`config.mk`:
```
export PLATFORM = sky130hd
export DESIGN_NAME = swmf_cell
export DESIGN_NICKNAME = d
export VERILOG_FILES = /design/src/hw/rtl/swmf_pkg.sv /design/src/hw/rtl/swmf_cell.sv
export SDC_FILE = /design/constraint.sdc
export NUM_CORES = 1
export LEC_CHECK = 0
export ABC_CLOCK_PERIOD_IN_PS = 4840
export BUFFER_PORTS_ARGS = -buffer_cell sky130_fd_sc_hd__buf_2
export CAP_MARGIN = 20
export CORE_UTILIZATION = 45
export CTS_CLUSTER_SIZE = 24
export DETAILED_ROUTE_END_ITERATION = 10
export PLACE_DENSITY_LB_ADDON = 0.25
export SLEW_MARGIN = 40
export SYNTH_ARGS = -nofsm -noshare
export SYNTH_HDL_FRONTEND = slang
export SYNTH_SLANG_ARGS = --single-unit
```
`constraint.sdc`:
```
create_clock -name clk -period 4.84 [get_ports clk]
set_input_delay 0.968 -clock clk [delete_from_list [all_inputs] [get_ports clk]]
set_output_delay 0.968 -clock clk [all_outputs]
set_load 0.05 [all_outputs]
```
`src/hw/rtl/swmf_pkg.sv`:
```
// Shared types and constants of the sliding window median filter.
// Holds the request and result payloads and the neighbor links of the sorted cell chain.
// Depends on nothing; the core, cell and median files refer to it by scoped names.
`default_nettype none

package swmf_pkg;

  localparam int unsigned SAMPLE_BITS = 16;
  localparam int unsigned COUNT_BITS  = 5;

  typedef logic signed [SAMPLE_BITS-1:0] sample_t;

  typedef struct packed {
    sample_t sample;
    logic    clear;
  } request_t;

  typedef struct packed {
    sample_t               median;
    logic [COUNT_BITS-1:0] fill_count;
  } result_t;

  // Stored entry of a cell as seen by its left neighbor.
  typedef struct packed {
    logic    valid;
    logic    gt;
    sample_t val;
  } right_link_t;

  // Entry of a cell after the evicted sample is removed, as seen by its right neighbor.
  typedef struct packed {
    logic    valid;
    logic    below;
    sample_t val;
  } left_link_t;

endpackage

`default_nettype wire

```
`src/hw/rtl/swmf_cell.sv`:
```
// One cell of the sorted chain: holds one sample and its age in the window.
// Each update removes the evicted sample and inserts the new one from neighbor data.
// Depends on swmf_pkg.
`default_nettype none

module swmf_cell #(
  parameter int unsigned WINDOW   = 16,
  parameter int unsigned AGE_BITS = 4
) (
  input  logic                     clk,
  input  logic                     rst,
  input  logic                     flush,
  input  logic                     load,
  input  logic                     full,
  input  swmf_pkg::sample_t        x,
  input  swmf_pkg::sample_t        ev,
  input  swmf_pkg::right_link_t    right,
  input  logic [AGE_BITS-1:0]      right_age,
  input  swmf_pkg::left_link_t     left,
  input  logic [AGE_BITS-1:0]      left_age,
  output swmf_pkg::right_link_t    own,
  output logic [AGE_BITS-1:0]      own_age,
  output swmf_pkg::left_link_t     rem,
  output logic [AGE_BITS-1:0]      rem_age,
  output logic                     evict,
  output swmf_pkg::sample_t        value
);

  logic                valid;
  swmf_pkg::sample_t   val;
  logic [AGE_BITS-1:0] age;
  logic                valid_next;
  swmf_pkg::sample_t   val_next;
  logic [AGE_BITS-1:0] age_next;
  logic                gt;
  logic                shift;
  logic                rem_gt;

  // With a full window the oldest sample sits left of every equal value, so any
  // entry not below it moves one place left once it is removed.
  assign gt    = valid && (val > x);
  assign shift = full && (ev <= val);
  assign evict = valid && (age == AGE_BITS'(WINDOW - 1));
  assign value = val;

  assign own.valid = valid;
  assign own.gt    = gt;
  assign own.val   = val;
  assign own_age   = age;

  assign rem.valid = shift ? right.valid : valid;
  assign rem.val   = shift ? right.val : val;
  assign rem_age   = shift ? right_age : age;
  assign rem_gt    = shift ? right.gt : gt;
  assign rem.below = rem.valid && !rem_gt;

  always_comb begin
    valid_next = valid;
    val_next   = val;
    age_next   = age;
    if (flush) begin
      valid_next = 1'b0;
    end else if (load) begin
      priority if (rem.below) begin
        valid_next = rem.valid;
        val_next   = rem.val;
        age_next   = rem_age + AGE_BITS'(1);
      end else if (left.below) begin
        valid_next = 1'b1;
        val_next   = x;
        age_next   = '0;
      end else begin
        valid_next = left.valid;
        val_next   = left.val;
        age_next   = left_age + AGE_BITS'(1);
      end
    end
  end

  always_ff @(posedge clk) begin
    if (rst) begin
      valid <= 1'b0;
    end else begin
      valid <= valid_next;
    end
    val <= val_next;
    age <= age_next;
  end

endmodule

`default_nettype wire

```
======== Word level (Yosys, flattened, before mapping) ========
Cells that the tools add are included.
cells by class
  add/subtract/negate cells ............... 2
  magnitude comparators ................... 2
  equal/unequal tests ..................... 1
  mux-type cells .......................... 10
  bitwise logic cells ..................... 1
  reduce and logical (&&, ||, !) cells .... 7
operators by type and width
  operator               count
  $mux W16               3
  $gt A16 B16 Y1         1
  $le A16 B16 Y1         1
  $mux W4                3
  $add A4 B1 Y4 const B  2
  $eq A4 B4 Y1 const B   1
  $logic_and A1 B1 Y1    4
  $mux W1                4
  $reduce_and A2 Y1      1
  $reduce_or A2 Y1       1
  $logic_not A1 Y1       1
  $not A1 Y1             1
storage, ports and cells
  register bits ........................... 21
  bits of input ports ..................... 81
  word-level logic and storage cells ...... 26

======== Longest topological paths before layout ========
Gate-level depths: netlist of the first run.
  depth after elaboration ................. 6
  mapped depth ............................ 13

======== Worst setup path after synthesis of the first run ========
OpenSTA, ideal clock, no wires.
  kind .................................... input port to output port
  start ................................... in ev[14]
  end ..................................... out rem[17] in the netlist's numbering
  data arrival time ....................... 3.868 ns
  data required time ...................... 3.872 ns
  path slack .............................. 0.004 ns
  cell stages on the path ................. 10
  cells stage by stage .................... ha_1 > a21oi_2 > nand2_1 > a221o_1 > or4_1 > and3_1 > buf_6 > buf_6 > buf_2 > o21ai_0
RTL lines
  element      line             text
  from (decl)  swmf_cell.sv:16  input swmf_pkg::sample_t ev,
  to (decl)    swmf_cell.sv:23  output swmf_pkg::left_link_t rem,

==> implementation parameters, run 1 <==
Parameter                              Value

Worst hold path
  Hold Startpoint ... valid
  Worst hold path class ... reg2reg

Cells and area
  Area added between synthesis and finish ... 26.73%
  # diodes ... 0
  Layout cell share with drive strength beyond 1 ... 0.4364
  Final instance area ... between 3000 and 4000 µm²
  # nets final ... 516

Timing
  Period Utilization, post-route ... 0.8993
  Crit path time final ... 4353 ps
  Hold WS ... 605.2 ps
  RSZ-0062 raised after global routing ... false
  Number of slew-limit violations in the final report ... 0
  Endpoints failing hold ... 0
  Max transition margin ... 0.5747
  Least-Margin Pin Slew ... 638.0 ps
  Post-route clock skew ... 9.358 ps
  Endpoints failing setup ... 0
  Highest Clock Rate ... 229.7 MHz
  Sum Neg Setup Slack ... 0 ps

Clock tree
  CTS tree ... built
  Total of hold buffers inserted after clock tree synthesis ... 0
  Post-cts gate resize count ... 0
  Post-CTS Setup Inserts ... 0
  CTS H-tree depth ... 1
  Maximum count of clock buffers along a single path ... 2
  Num CTS Buffers ... 3
  Clk pin slew, worst setup/hold paths ... 80 ps
  Root buffer selected by CTS ... clkbuf_8
  Clock insertion delay at the later pin of the skew report ... around 260 ps
  Clock sinks ... 21

Floorplan
  Overall die height ... around 76 µm
  Count of boundary I/O pins ... around 140
  Initial standard-cell utilization of the core ... 0.4748
  Placement Rows ... 26
  Die ar. ... roughly 5800 µm²
  Horizontal die dimension ... 76.11 µm
  Core footprint ... 5205 µm²

Synth
  Biggest area contributors in the synthesized netlist ... edfxtp_1 (24%), ha_1 (17%), mux2_4 (10%), buf_4 (5.5%), inv_1 (5.5%)
  Post-Syn Area ... 2471 µm²
  Number of flops mapped to enable cells by yosys ... 20
  Portion of the post-synthesis area used by sequential elements ... 0.2511
  Most numerous cell in the Yosys netlist ... inv_1
  Yosys warnings ... 0
  Post-synthesis register bit count ... 21
  Gate count after technology mapping ... 282
  Average footprint of a synthesized cell ... 8.763 µm²
  Share of synthesized flip-flops with an asynchronous set or reset ... 0
  Synth area leader ... edfxtp_1
  Library cells used by synthesis ... 42
  Synthesized Nets ... just under 400
  Ranking of synthesized cells by instance count ... inv_1 (36), ha_1 (33), nand2_1 (24)
  Most instantiated flip-flop cell in the synthesis netlist ... edfxtp_1
  Share of the synthesized area in the top cell type ... 0.2430

Critical path
  Required arrival time at the worst endpoint ... 3870 ps
  Crit path capture ... rem[16]
  Origin of the worst setup path ... ev[15]
  Critical-path cell list ... buf_2 -> ha_1 -> nand4_1 -> nor4_1 -> a21boi_1 -> o311ai_0 -> and3_1 -> buf_4 -> o31a_1 -> inv_1 -> buf_2
  Class of the most critical setup path ... in2out
  Launch point of the worst reg-to-reg path ... value[15]
  Delay contributed by the slowest stage of the critical path ... 420 ps
  Slowest stage cell, crit path ... nor4_1
  Critical path fanouts, max ... 18
  Crit start category ... input port
  Cell repeated most along the worst path ... buf_2
  Reg-to-reg endpoint ... own_age[0]
  Endpoint kind of the worst setup timing path ... output pin
  Worst-case reg-to-reg path depth ... 12
  FF-to-FF setup slack ... 1340 ps
  Critical path data arrival time ... 3380 ps

Global route
  Overall Global Routing Usage ... 0.2144
  Total congestion overflow after global routing ... 0
  Maximum number of pins on one net before global-route repair ... 37
  Number of global-route vias before repair ... approximately 2200
  Wire length of the first global-routing pass ... 10090 µm
  Initial antenna violation count ... 0

Place
  Port Buffers ... 141
  Total cell area at the placement stage ... around 3000 µm²
  HPWL Detailed ... 4944 µm
  Gpl congestion ... 0.7893

Drt
  Amount of wire on met2 after detailed routing ... 3007 µm
  Highest Signal Layer ... met4
  Total number of vias ... 2344
  Routed length on met1 ... 2695 µm
  Routed WL ... about 6100 µm
  Met3 routed wirelength ... 295 µm
  Initial detailed-routing violation count ... 51
  Post-route DRC ... 0
  Routed length per placed instance ... 12.86 µm
  ANT nets after route ... 0
  First-pass iteration count of the detailed router ... 4
  Mean number of vias per cell ... between 4 and 5

Pwr
  Total power ... 759.0 µW
  Ratio of total power to cell area ... 242.4 nW/µm²
  Leakage dissipation ... 0.001709 µW
  Highest ir drop seen on vdd ... 0.0001429 V

Run
  Max-capacitance violation count ... 0

Outcome
  Status ... finished clean
[final cells by class]
cell class              instances  area [µm²]
multi-input cells             196        1514
well taps                      70       87.58
clock buffers                   3       41.29
repair buffers                144       728.2
clock inverters                 1       5.005
fillers                       493        2073
flip-flops and latches         21       620.6
inverters                      36       135.1
[power by group]
group	internal [µW]	switching, µW	total [µW]	leakage [µW]
combinational	140	273	413	0.00149
clock	57.3	61.3	119	0.0000255
sequential	216	10.9	227	0.000196
total	414	345	759	0.00171
[worst min path at each step]
stage,slack (ps),end,depth (start not counted)
finish,610,valid,2
global route,650,valid,2
CTS,610,valid,2
detailed placement,600,valid,2
global placement,600,valid,2
floorplan,550,valid,2
[cell families after synthesis]
kind of cell | after synthesis | share of synthesized area
AOI/OAI and AO/OA | 60 | 0.1408
xor gates and xnor gates | 5 | 0.01772
adders and majority gates | 33 | 0.1671
buffers and inverters | 65 | 0.1392
DFF | 21 | 0.2511
muxes | 27 | 0.1519
and+or+nand+nor | 71 | 0.1322
[state kept, by name (all words and copies together), names as in the netlist]
register / cells
own_age: 4
valid: 1
value: 16
[stage by stage]
stage	utilization	instances	setup slack (ps)
floorplan	-	282	4.317
global placement	0.5918	467	539.5
detailed placement	0.5928	467	500.4
CTS	0.6017	471	494.6
global route	0.6017	471	249.8
finish	0.6017	471	487.2
[worst max-delay path, delay by kind of cell]
family / cells / cell delay [ps]
adders and majority gates: 1 / 330
AOI/OAI and AO/OA: 3 / 690
buffers and inverters: 4 / 610
and+or+nand+nor: 3 / 800
[placed cells by master (no fill, tap or decap), types with 2 or more instances in the layout]
cell type / count
mux2i_1: 3
buf_4: 3
xnor2_1: 4
a21o_1: 6
nand4_1: 7
inv_1: 36
nand2_1: 24
ha_1: 33
o21ai_0: 18
mux2_2: 6
a21oi_1: 23
edfxtp_1: 20
buf_2: 141
nor2_1: 22
clkbuf_8: 3
mux2_4: 17
o21ai_1: 3
nor2b_1: 3
nand3_1: 5
or4_1: 2
[routing by layer]
layer  track usage  vias to the layer above
li1              -                     1207
met1        0.2596                     1055
met2        0.3991                       78
met3       0.02994                        4
met4       0.04808                        0
met5             0                        -
No activity file was read; power rests on OpenSTA's default activity.
==> run 2: changes to the inputs <==
ABC_AREA = 1   (was unset)
CORE_UTILIZATION = 46   (was 45)
==> implementation parameters, run 2 <==
Parameter                              Value

Cells and area
  Post-layout util ... 0.6104
  Flip-flop count of the largest register, all copies and words added ... 16
  Area added between synthesis and finish ... 25.00%
  # diodes ... 0
  Most common cell after layout, fill and taps aside ... buf_2
  Most used cells in the layout excluding fill and tap cells ... buf_2 (141), nand2_1 (92), inv_1 (53)
  Layout cell share with drive strength beyond 1 ... 0.3737
  # nets final ... 586

Worst hold path
  Worst hold path class ... reg2reg
  Destination of the worst hold path ... valid
  Number of stages on the worst hold path ... 2
  Hold Startpoint ... valid

Pwr
  Combinational fraction of design power ... 0.564
  Net switching power ... 407.9 µW
  Highest ir drop seen on vdd ... 0.0001222 V
  Ratio of total power to cell area ... approximately 250 nW/µm²
  Leakage dissipation ... roughly 0.0018 µW
  Switch share ... 0.5032
  Share of total power in sequential cells ... 0.285
  Internal power contribution ... 402.8 µW
  Total power ... roughly 810 µW
  Clock power frac ... 0.151

Outcome
  Status ... finished clean

Clock tree
  CTS tree ... built
  Post-cts gate resize count ... 0
  Clk pin slew, worst setup/hold paths ... about 80 ps
  Maximum count of clock buffers along a single path ... 2
  Clock sinks ... 21
  Num CTS Buffers ... 3
  Clock insertion delay at the later pin of the skew report ... ~260 ps
  CTS H-tree depth ... 1
  Total of hold buffers inserted after clock tree synthesis ... 0
  Post-CTS Setup Inserts ... 0
  Root buffer selected by CTS ... clkbuf_8

Synth
  Post-Syn Area ... 2557 µm²
  Most instantiated flip-flop cell in the synthesis netlist ... edfxtp_1
  Number of flops mapped to enable cells by yosys ... 20
  Gate count after technology mapping ... 353
  Post-synthesis register bit count ... 21
  Portion of the post-synthesis area used by sequential elements ... 0.2427
  Average footprint of a synthesized cell ... 7.245 µm²
  Yosys warnings ... 0
  Library cells used by synthesis ... 34
  Synthesized Nets ... ~470
  Ranking of synthesized cells by instance count ... nand2_1 (92), inv_1 (53), o21ai_0 (37)
  Share of synthesized flip-flops with an asynchronous set or reset ... 0
  Synth area leader ... edfxtp_1
  Share of the synthesized area in the top cell type ... 0.2348
  Most numerous cell in the Yosys netlist ... nand2_1
  Biggest area contributors in the synthesized netlist ... edfxtp_1 (23%), ha_1 (16%), nand2_1 (14%), inv_1 (7.8%), o21ai_0 (7.2%)

Critical path
  Category of cells accounting for the largest share of critical-path delay ... simple AND/OR/NAND/NOR gates
  FF-to-FF setup slack ... around 1900 ps
  Endpoint kind of the worst setup timing path ... output pin
  Reg-to-reg endpoint ... value[4]
  Class of the most critical setup path ... in2out
  Critical path fanouts, max ... 33
  Launch point of the worst reg-to-reg path ... value[15]
  Critical-path cell list ... buf_2 -> ha_1 -> nand4_1 -> nor2_2 -> nand2_1 -> nand3_1 -> nand3_4 -> nand2_8 -> inv_6 -> o21ai_0 -> buf_2
  Critical path data arrival time ... 2990 ps
  Slowest stage cell, crit path ... ha_1
  Number of buffer and inverter stages on the critical path ... 3
  Cell repeated most along the worst path ... buf_2
  Delay contributed by the slowest stage of the critical path ... between 300 and 400 ps
  Required arrival time at the worst endpoint ... 3870 ps
  Crit start category ... input port
  Worst-case reg-to-reg path depth ... 14

Floorplan
  Initial standard-cell utilization of the core ... 0.4883
  Count of boundary I/O pins ... 142
  Core footprint ... around 5200 µm²
  Overall die height ... 76.57 µm
  Die ar. ... 5862 µm²
  Horizontal die dimension ... 76.57 µm
  Placement Rows ... 26

Drt
  ANT nets after route ... 0
  Total number of vias ... approximately 2600
  Post-route DRC ... 0
  Routed length per placed instance ... between 10 and 15 µm
  Mean number of vias per cell ... 4.835
  Initial detailed-routing violation count ... 71
  First-pass iteration count of the detailed router ... 4
  Routed WL ... 6467 µm

Timing
  Hold WS ... 631.3 ps
  Period Utilization, post-route ... 0.8185
  Crit path time final ... 3962 ps
  Highest Clock Rate ... 252.4 MHz
  Final setup margin ... between 800 and 900 ps
  Max transition margin ... 0.5778
  Endpoints failing setup ... 0
  Post-route clock skew ... 2.541 ps
  Number of slew-limit violations in the final report ... 0
  Endpoints failing hold ... 0
  Least-Margin Pin Slew ... 631.8 ps
  RSZ-0062 raised after global routing ... false
  Sum Neg Setup Slack ... 0 ps

Place
  HPWL Detailed ... 5238 µm
  Worst slack, placed ... approximately 830 ps
  Gpl congestion ... 0.7634
  Port Buffers ... 141

Global route
  Maximum number of pins on one net before global-route repair ... 37
  Number of global-route vias before repair ... about 2300
  Wire length of the first global-routing pass ... approximately 11000 µm
  Initial antenna violation count ... 0
  Total congestion overflow after global routing ... 0
  Overall Global Routing Usage ... 0.2258

Run
  Max-capacitance violation count ... 0
run 2: cell count changes in the layout (fill, tap and decap cells not counted), moves of 4 or more:
cell,before,now
a21o_1,6,0
a21oi_1,23,12
inv_1,36,53
mux2_2,6,0
mux2_4,17,0
nand2_1,24,92
nand2_2,0,6
nand3_1,5,14
nor2_1,22,13
o21ai_0,18,37
o21ai_1,3,7
o21ai_2,0,10
run 2: power groups by stage:
| stage | clock network (µW) | logic [µW] | registers [µW] |
|---|---|---|---|
| floorplan | 0 | 327 | 274 |
| global placement | 0 | 453 | 235 |
| detailed placement | 0 | 460 | 235 |
| CTS | 124 | 461 | 231 |
| global route | 131 | 499 | 233 |
| finish | 122 | 458 | 231 |
run 2: layer usage:
| layer | GRT usage | vias to the layer above | wire, µm |
|---|---|---|---|
| li1 | - | 1372 | - |
| met1 | 0.2747 | 1146 | 2859 |
| met2 | 0.4117 | 94 | 3159 |
| met3 | 0.03952 | 4 | 406 |
| met4 | 0.04808 | 0 | 41 |
| met5 | 0 | - | 0 |
run 2: metrics by stage:
stage                     area [µm²]  std cells
after CTS                       3197        541
final                           3197        541
after global placement          3147        537
after floorplan                 2557        353
after detailed placement        3152        537
after global routing            3197        541
run 2: how the worst max path moves through the flow:
stage,start,to,cells past startpoint,slack [ps]
2_1_floorplan,ev[7],rem[11],13,520
4_1_cts,ev[15],rem[6],11,830
3_5_place_dp,ev[15],rem[6],11,830
6_report,ev[15],rem[11],11,880
3_3_place_gp,ev[15],rem[14],11,920
5_1_grt,ev[15],rem[0],12,690
run 2: tightest hold or removal path: stages (launching register included):
cell and delay (ps):
dfxtp_1 370, o21ai_0 180, a21oi_1 40
run 2: cells by family (layout without fill, tap and decap cells):
kind of cell,after synthesis,in the layout,synth area share
AOI/OAI and AO/OA,68,68,0.1526
muxes,1,1,0.003914
buffers and inverters,83,201,0.1663
adders and majority gates,33,33,0.1614
DFF,21,21,0.2427
xor gates and xnor gates,2,2,0.006851
and+or+nand+nor,145,145,0.2661
run 2: cell type report:
type	count	area (µm²)
flip-flops and latches	21	620.6
inverters	55	211.5
repair buffers	142	713.2
clock buffers	4	45.04
fillers	525	2041
well taps	70	87.58
multi-input cells	249	1519
==> run 3: changes to the inputs <==
ABC_CLOCK_PERIOD_IN_PS = 3700   (was 4840)
clock period = 3.7 ns   (was 4.84 ns; I/O delays follow)
==> implementation parameters, run 3 (synthesized netlist as in run 2, its figures left out) <==
Parameter                              Value

Global route
  Overall Global Routing Usage ... 0.2204
  Wire length of the first global-routing pass ... roughly 11000 µm
  Initial antenna violation count ... 0
  Total congestion overflow after global routing ... 0
  Number of global-route vias before repair ... 2388
  Maximum number of pins on one net before global-route repair ... 37

Critical path
  Category of cells accounting for the largest share of critical-path delay ... simple AND/OR/NAND/NOR gates
  Slowest stage cell, crit path ... buf_2
  Critical path fanouts, max ... 33
  Critical-path cell list ... buf_2 -> ha_1 -> nand2_2 -> inv_1 -> a21oi_1 -> nand3_1 -> nand2_1 -> nand3_1 -> nand3_4 -> nand2_8 -> inv_6 -> nand2_1 -> o21ai_0 -> buf_2
  Number of buffer and inverter stages on the critical path ... 4
  Class of the most critical setup path ... in2out
  Required arrival time at the worst endpoint ... 2960 ps
  Critical path data arrival time ... 2730 ps
  Worst-case reg-to-reg path depth ... 17
  Delay contributed by the slowest stage of the critical path ... 330 ps
  Endpoint kind of the worst setup timing path ... output pin
  Critical Path Stages ... 14
  Crit start category ... input port

Cells and area
  Flip-flop and latch area ... 620.6 µm²
  Layout cell share with drive strength beyond 1 ... 0.3737
  Area added between synthesis and finish ... 25.20%
  Flip-flop count of the largest register, all copies and words added ... 16
  Most common cell after layout, fill and taps aside ... buf_2
  # nets final ... ~590
  Filler cells ... 521
  Post-layout util ... 0.6113
  Most used cells in the layout excluding fill and tap cells ... buf_2 (139), nand2_1 (92), inv_1 (53)
  # diodes ... 0
  Area taken by multi-input logic gates ... roughly 1500 µm²

Timing
  Post-route clock skew ... 3.849 ps
  RSZ-0062 raised after global routing ... false
  Crit path time final ... 3470 ps
  Period Utilization, post-route ... 0.9378
  Endpoints failing setup ... 0
  Max transition margin ... 0.5615
  Highest Clock Rate ... 288.2 MHz
  Endpoints failing hold ... 0
  Least-Margin Pin Slew ... 656.2 ps
  Number of slew-limit violations in the final report ... 0

Floorplan
  Core footprint ... about 5200 µm²
  Horizontal die dimension ... approximately 77 µm
  Initial standard-cell utilization of the core ... 0.4883
  Placement Rows ... 26
  Die ar. ... about 5900 µm²
  Count of boundary I/O pins ... 142
  Overall die height ... 76.57 µm

Clock tree
  Root buffer selected by CTS ... clkbuf_8
  Clock insertion delay at the later pin of the skew report ... 260 ps
  Clk pin slew, worst setup/hold paths ... 80 ps
  Maximum count of clock buffers along a single path ... 2
  Total of hold buffers inserted after clock tree synthesis ... 0
  Num CTS Buffers ... 3
  CTS tree ... built
  CTS H-tree depth ... 1
  Clock sinks ... 21

Drt
  Mean number of vias per cell ... around 4.8
  Total number of vias ... 2621
  Initial detailed-routing violation count ... 71
  Post-route DRC ... 0
  Routed length per placed instance ... 11.85 µm
  ANT nets after route ... 0
  Routed WL ... 6410 µm
  First-pass iteration count of the detailed router ... 4

Worst hold path
  Worst hold path class ... reg2reg
  Number of stages on the worst hold path ... 2

Pwr
  Highest ir drop seen on vdd ... 0.0001773 V
  Leakage dissipation ... 0.001766 µW
  Net switching power ... 534.3 µW
  Combinational fraction of design power ... 0.567
  Share of total power in sequential cells ... 0.284
  Clock power frac ... 0.150
  Ratio of total power to cell area ... 332.1 nW/µm²
  Switch share ... 0.5024
  Total power ... around 1100 µW
  Internal power contribution ... around 530 µW

Run
  Max-capacitance violation count ... 0

Place
  Gpl congestion ... 0.7694
  Port Buffers ... between 100 and 150
  HPWL Detailed ... 5192 µm

Outcome
  Status ... finished clean
==> run 3: routing by layer <==
metal  global-route usage  vias to the layer above  wire [µm]
met5                    0                        -          0
met4              0.04423                        0         57
met3              0.02994                        6        408
met2               0.4045                      101       3145
met1               0.2725                     1141       2799
li1                     -                     1373          -
==> run 3: path summary, 6_finish.rpt <==
check                           startpoint  endpoint  slack, ps
worst min register to register       valid     valid        610
worst max-delay path                 ev[7]    rem[7]        230
worst max register to register    value[7]  value[0]        870
worst min-delay path                 valid     valid        610
==> run 3: power by group through the flow <==
stage          combinational [µW]  sequential, µW  clock (µW)
5_1_grt                       656             305         175
2_1_floorplan                 429             358           0
6_report                      602             302         159
4_1_cts                       604             302         166
3_5_place_dp                  602             307           0
3_3_place_gp                  593             307           0
==> run 3: worst reg2reg max path, cell delays in order, from the launching register on <==
cell      delay (ps)
edfxtp_1         450
inv_1            110
ha_1             250
nand2_2          100
inv_1             40
a21oi_1          130
nand3_1           80
nand2_1           90
nand2_1           70
nand2_2           80
nand3_4          110
nand2_8          120
inv_6            110
nand2_4           90
nand2_4           70
nor2_8           120
buf_4            420
o21ai_1          120
==> run 3: timing repair <==
action                                  4_1_cts  5_1_grt
buffers inserted                              0        0
endpoints found under the setup margin        0        2
gates resized for setup                       0        3
==> run 3: cell type report <==
cell class,count,area share
Clock buffer,4,0.01407
Inverter,55,0.06604
Timing Repair Buffer,142,0.2243
Sequential cell,21,0.1938
Tap cell,70,0.02735
Multi-Input combinational cell,249,0.4744
==> run 3: metrics by stage <==
stage / cells / setup WS [ps] / hold WS, ps / instance area [µm²] / TNS (ps)
finish: 541 / 230.2 / 609.4 / 3202 / 0
global route: 541 / 3.657 / 692.7 / 3202 / 0
CTS: 541 / 216.1 / 609.6 / 3197 / 0
detailed placement: 537 / 222.3 / 599.8 / 3152 / 0
global placement: 537 / 285.7 / 596.1 / 3147 / 0
floorplan: 353 / -200.9 / 569.0 / 2557 / -1673
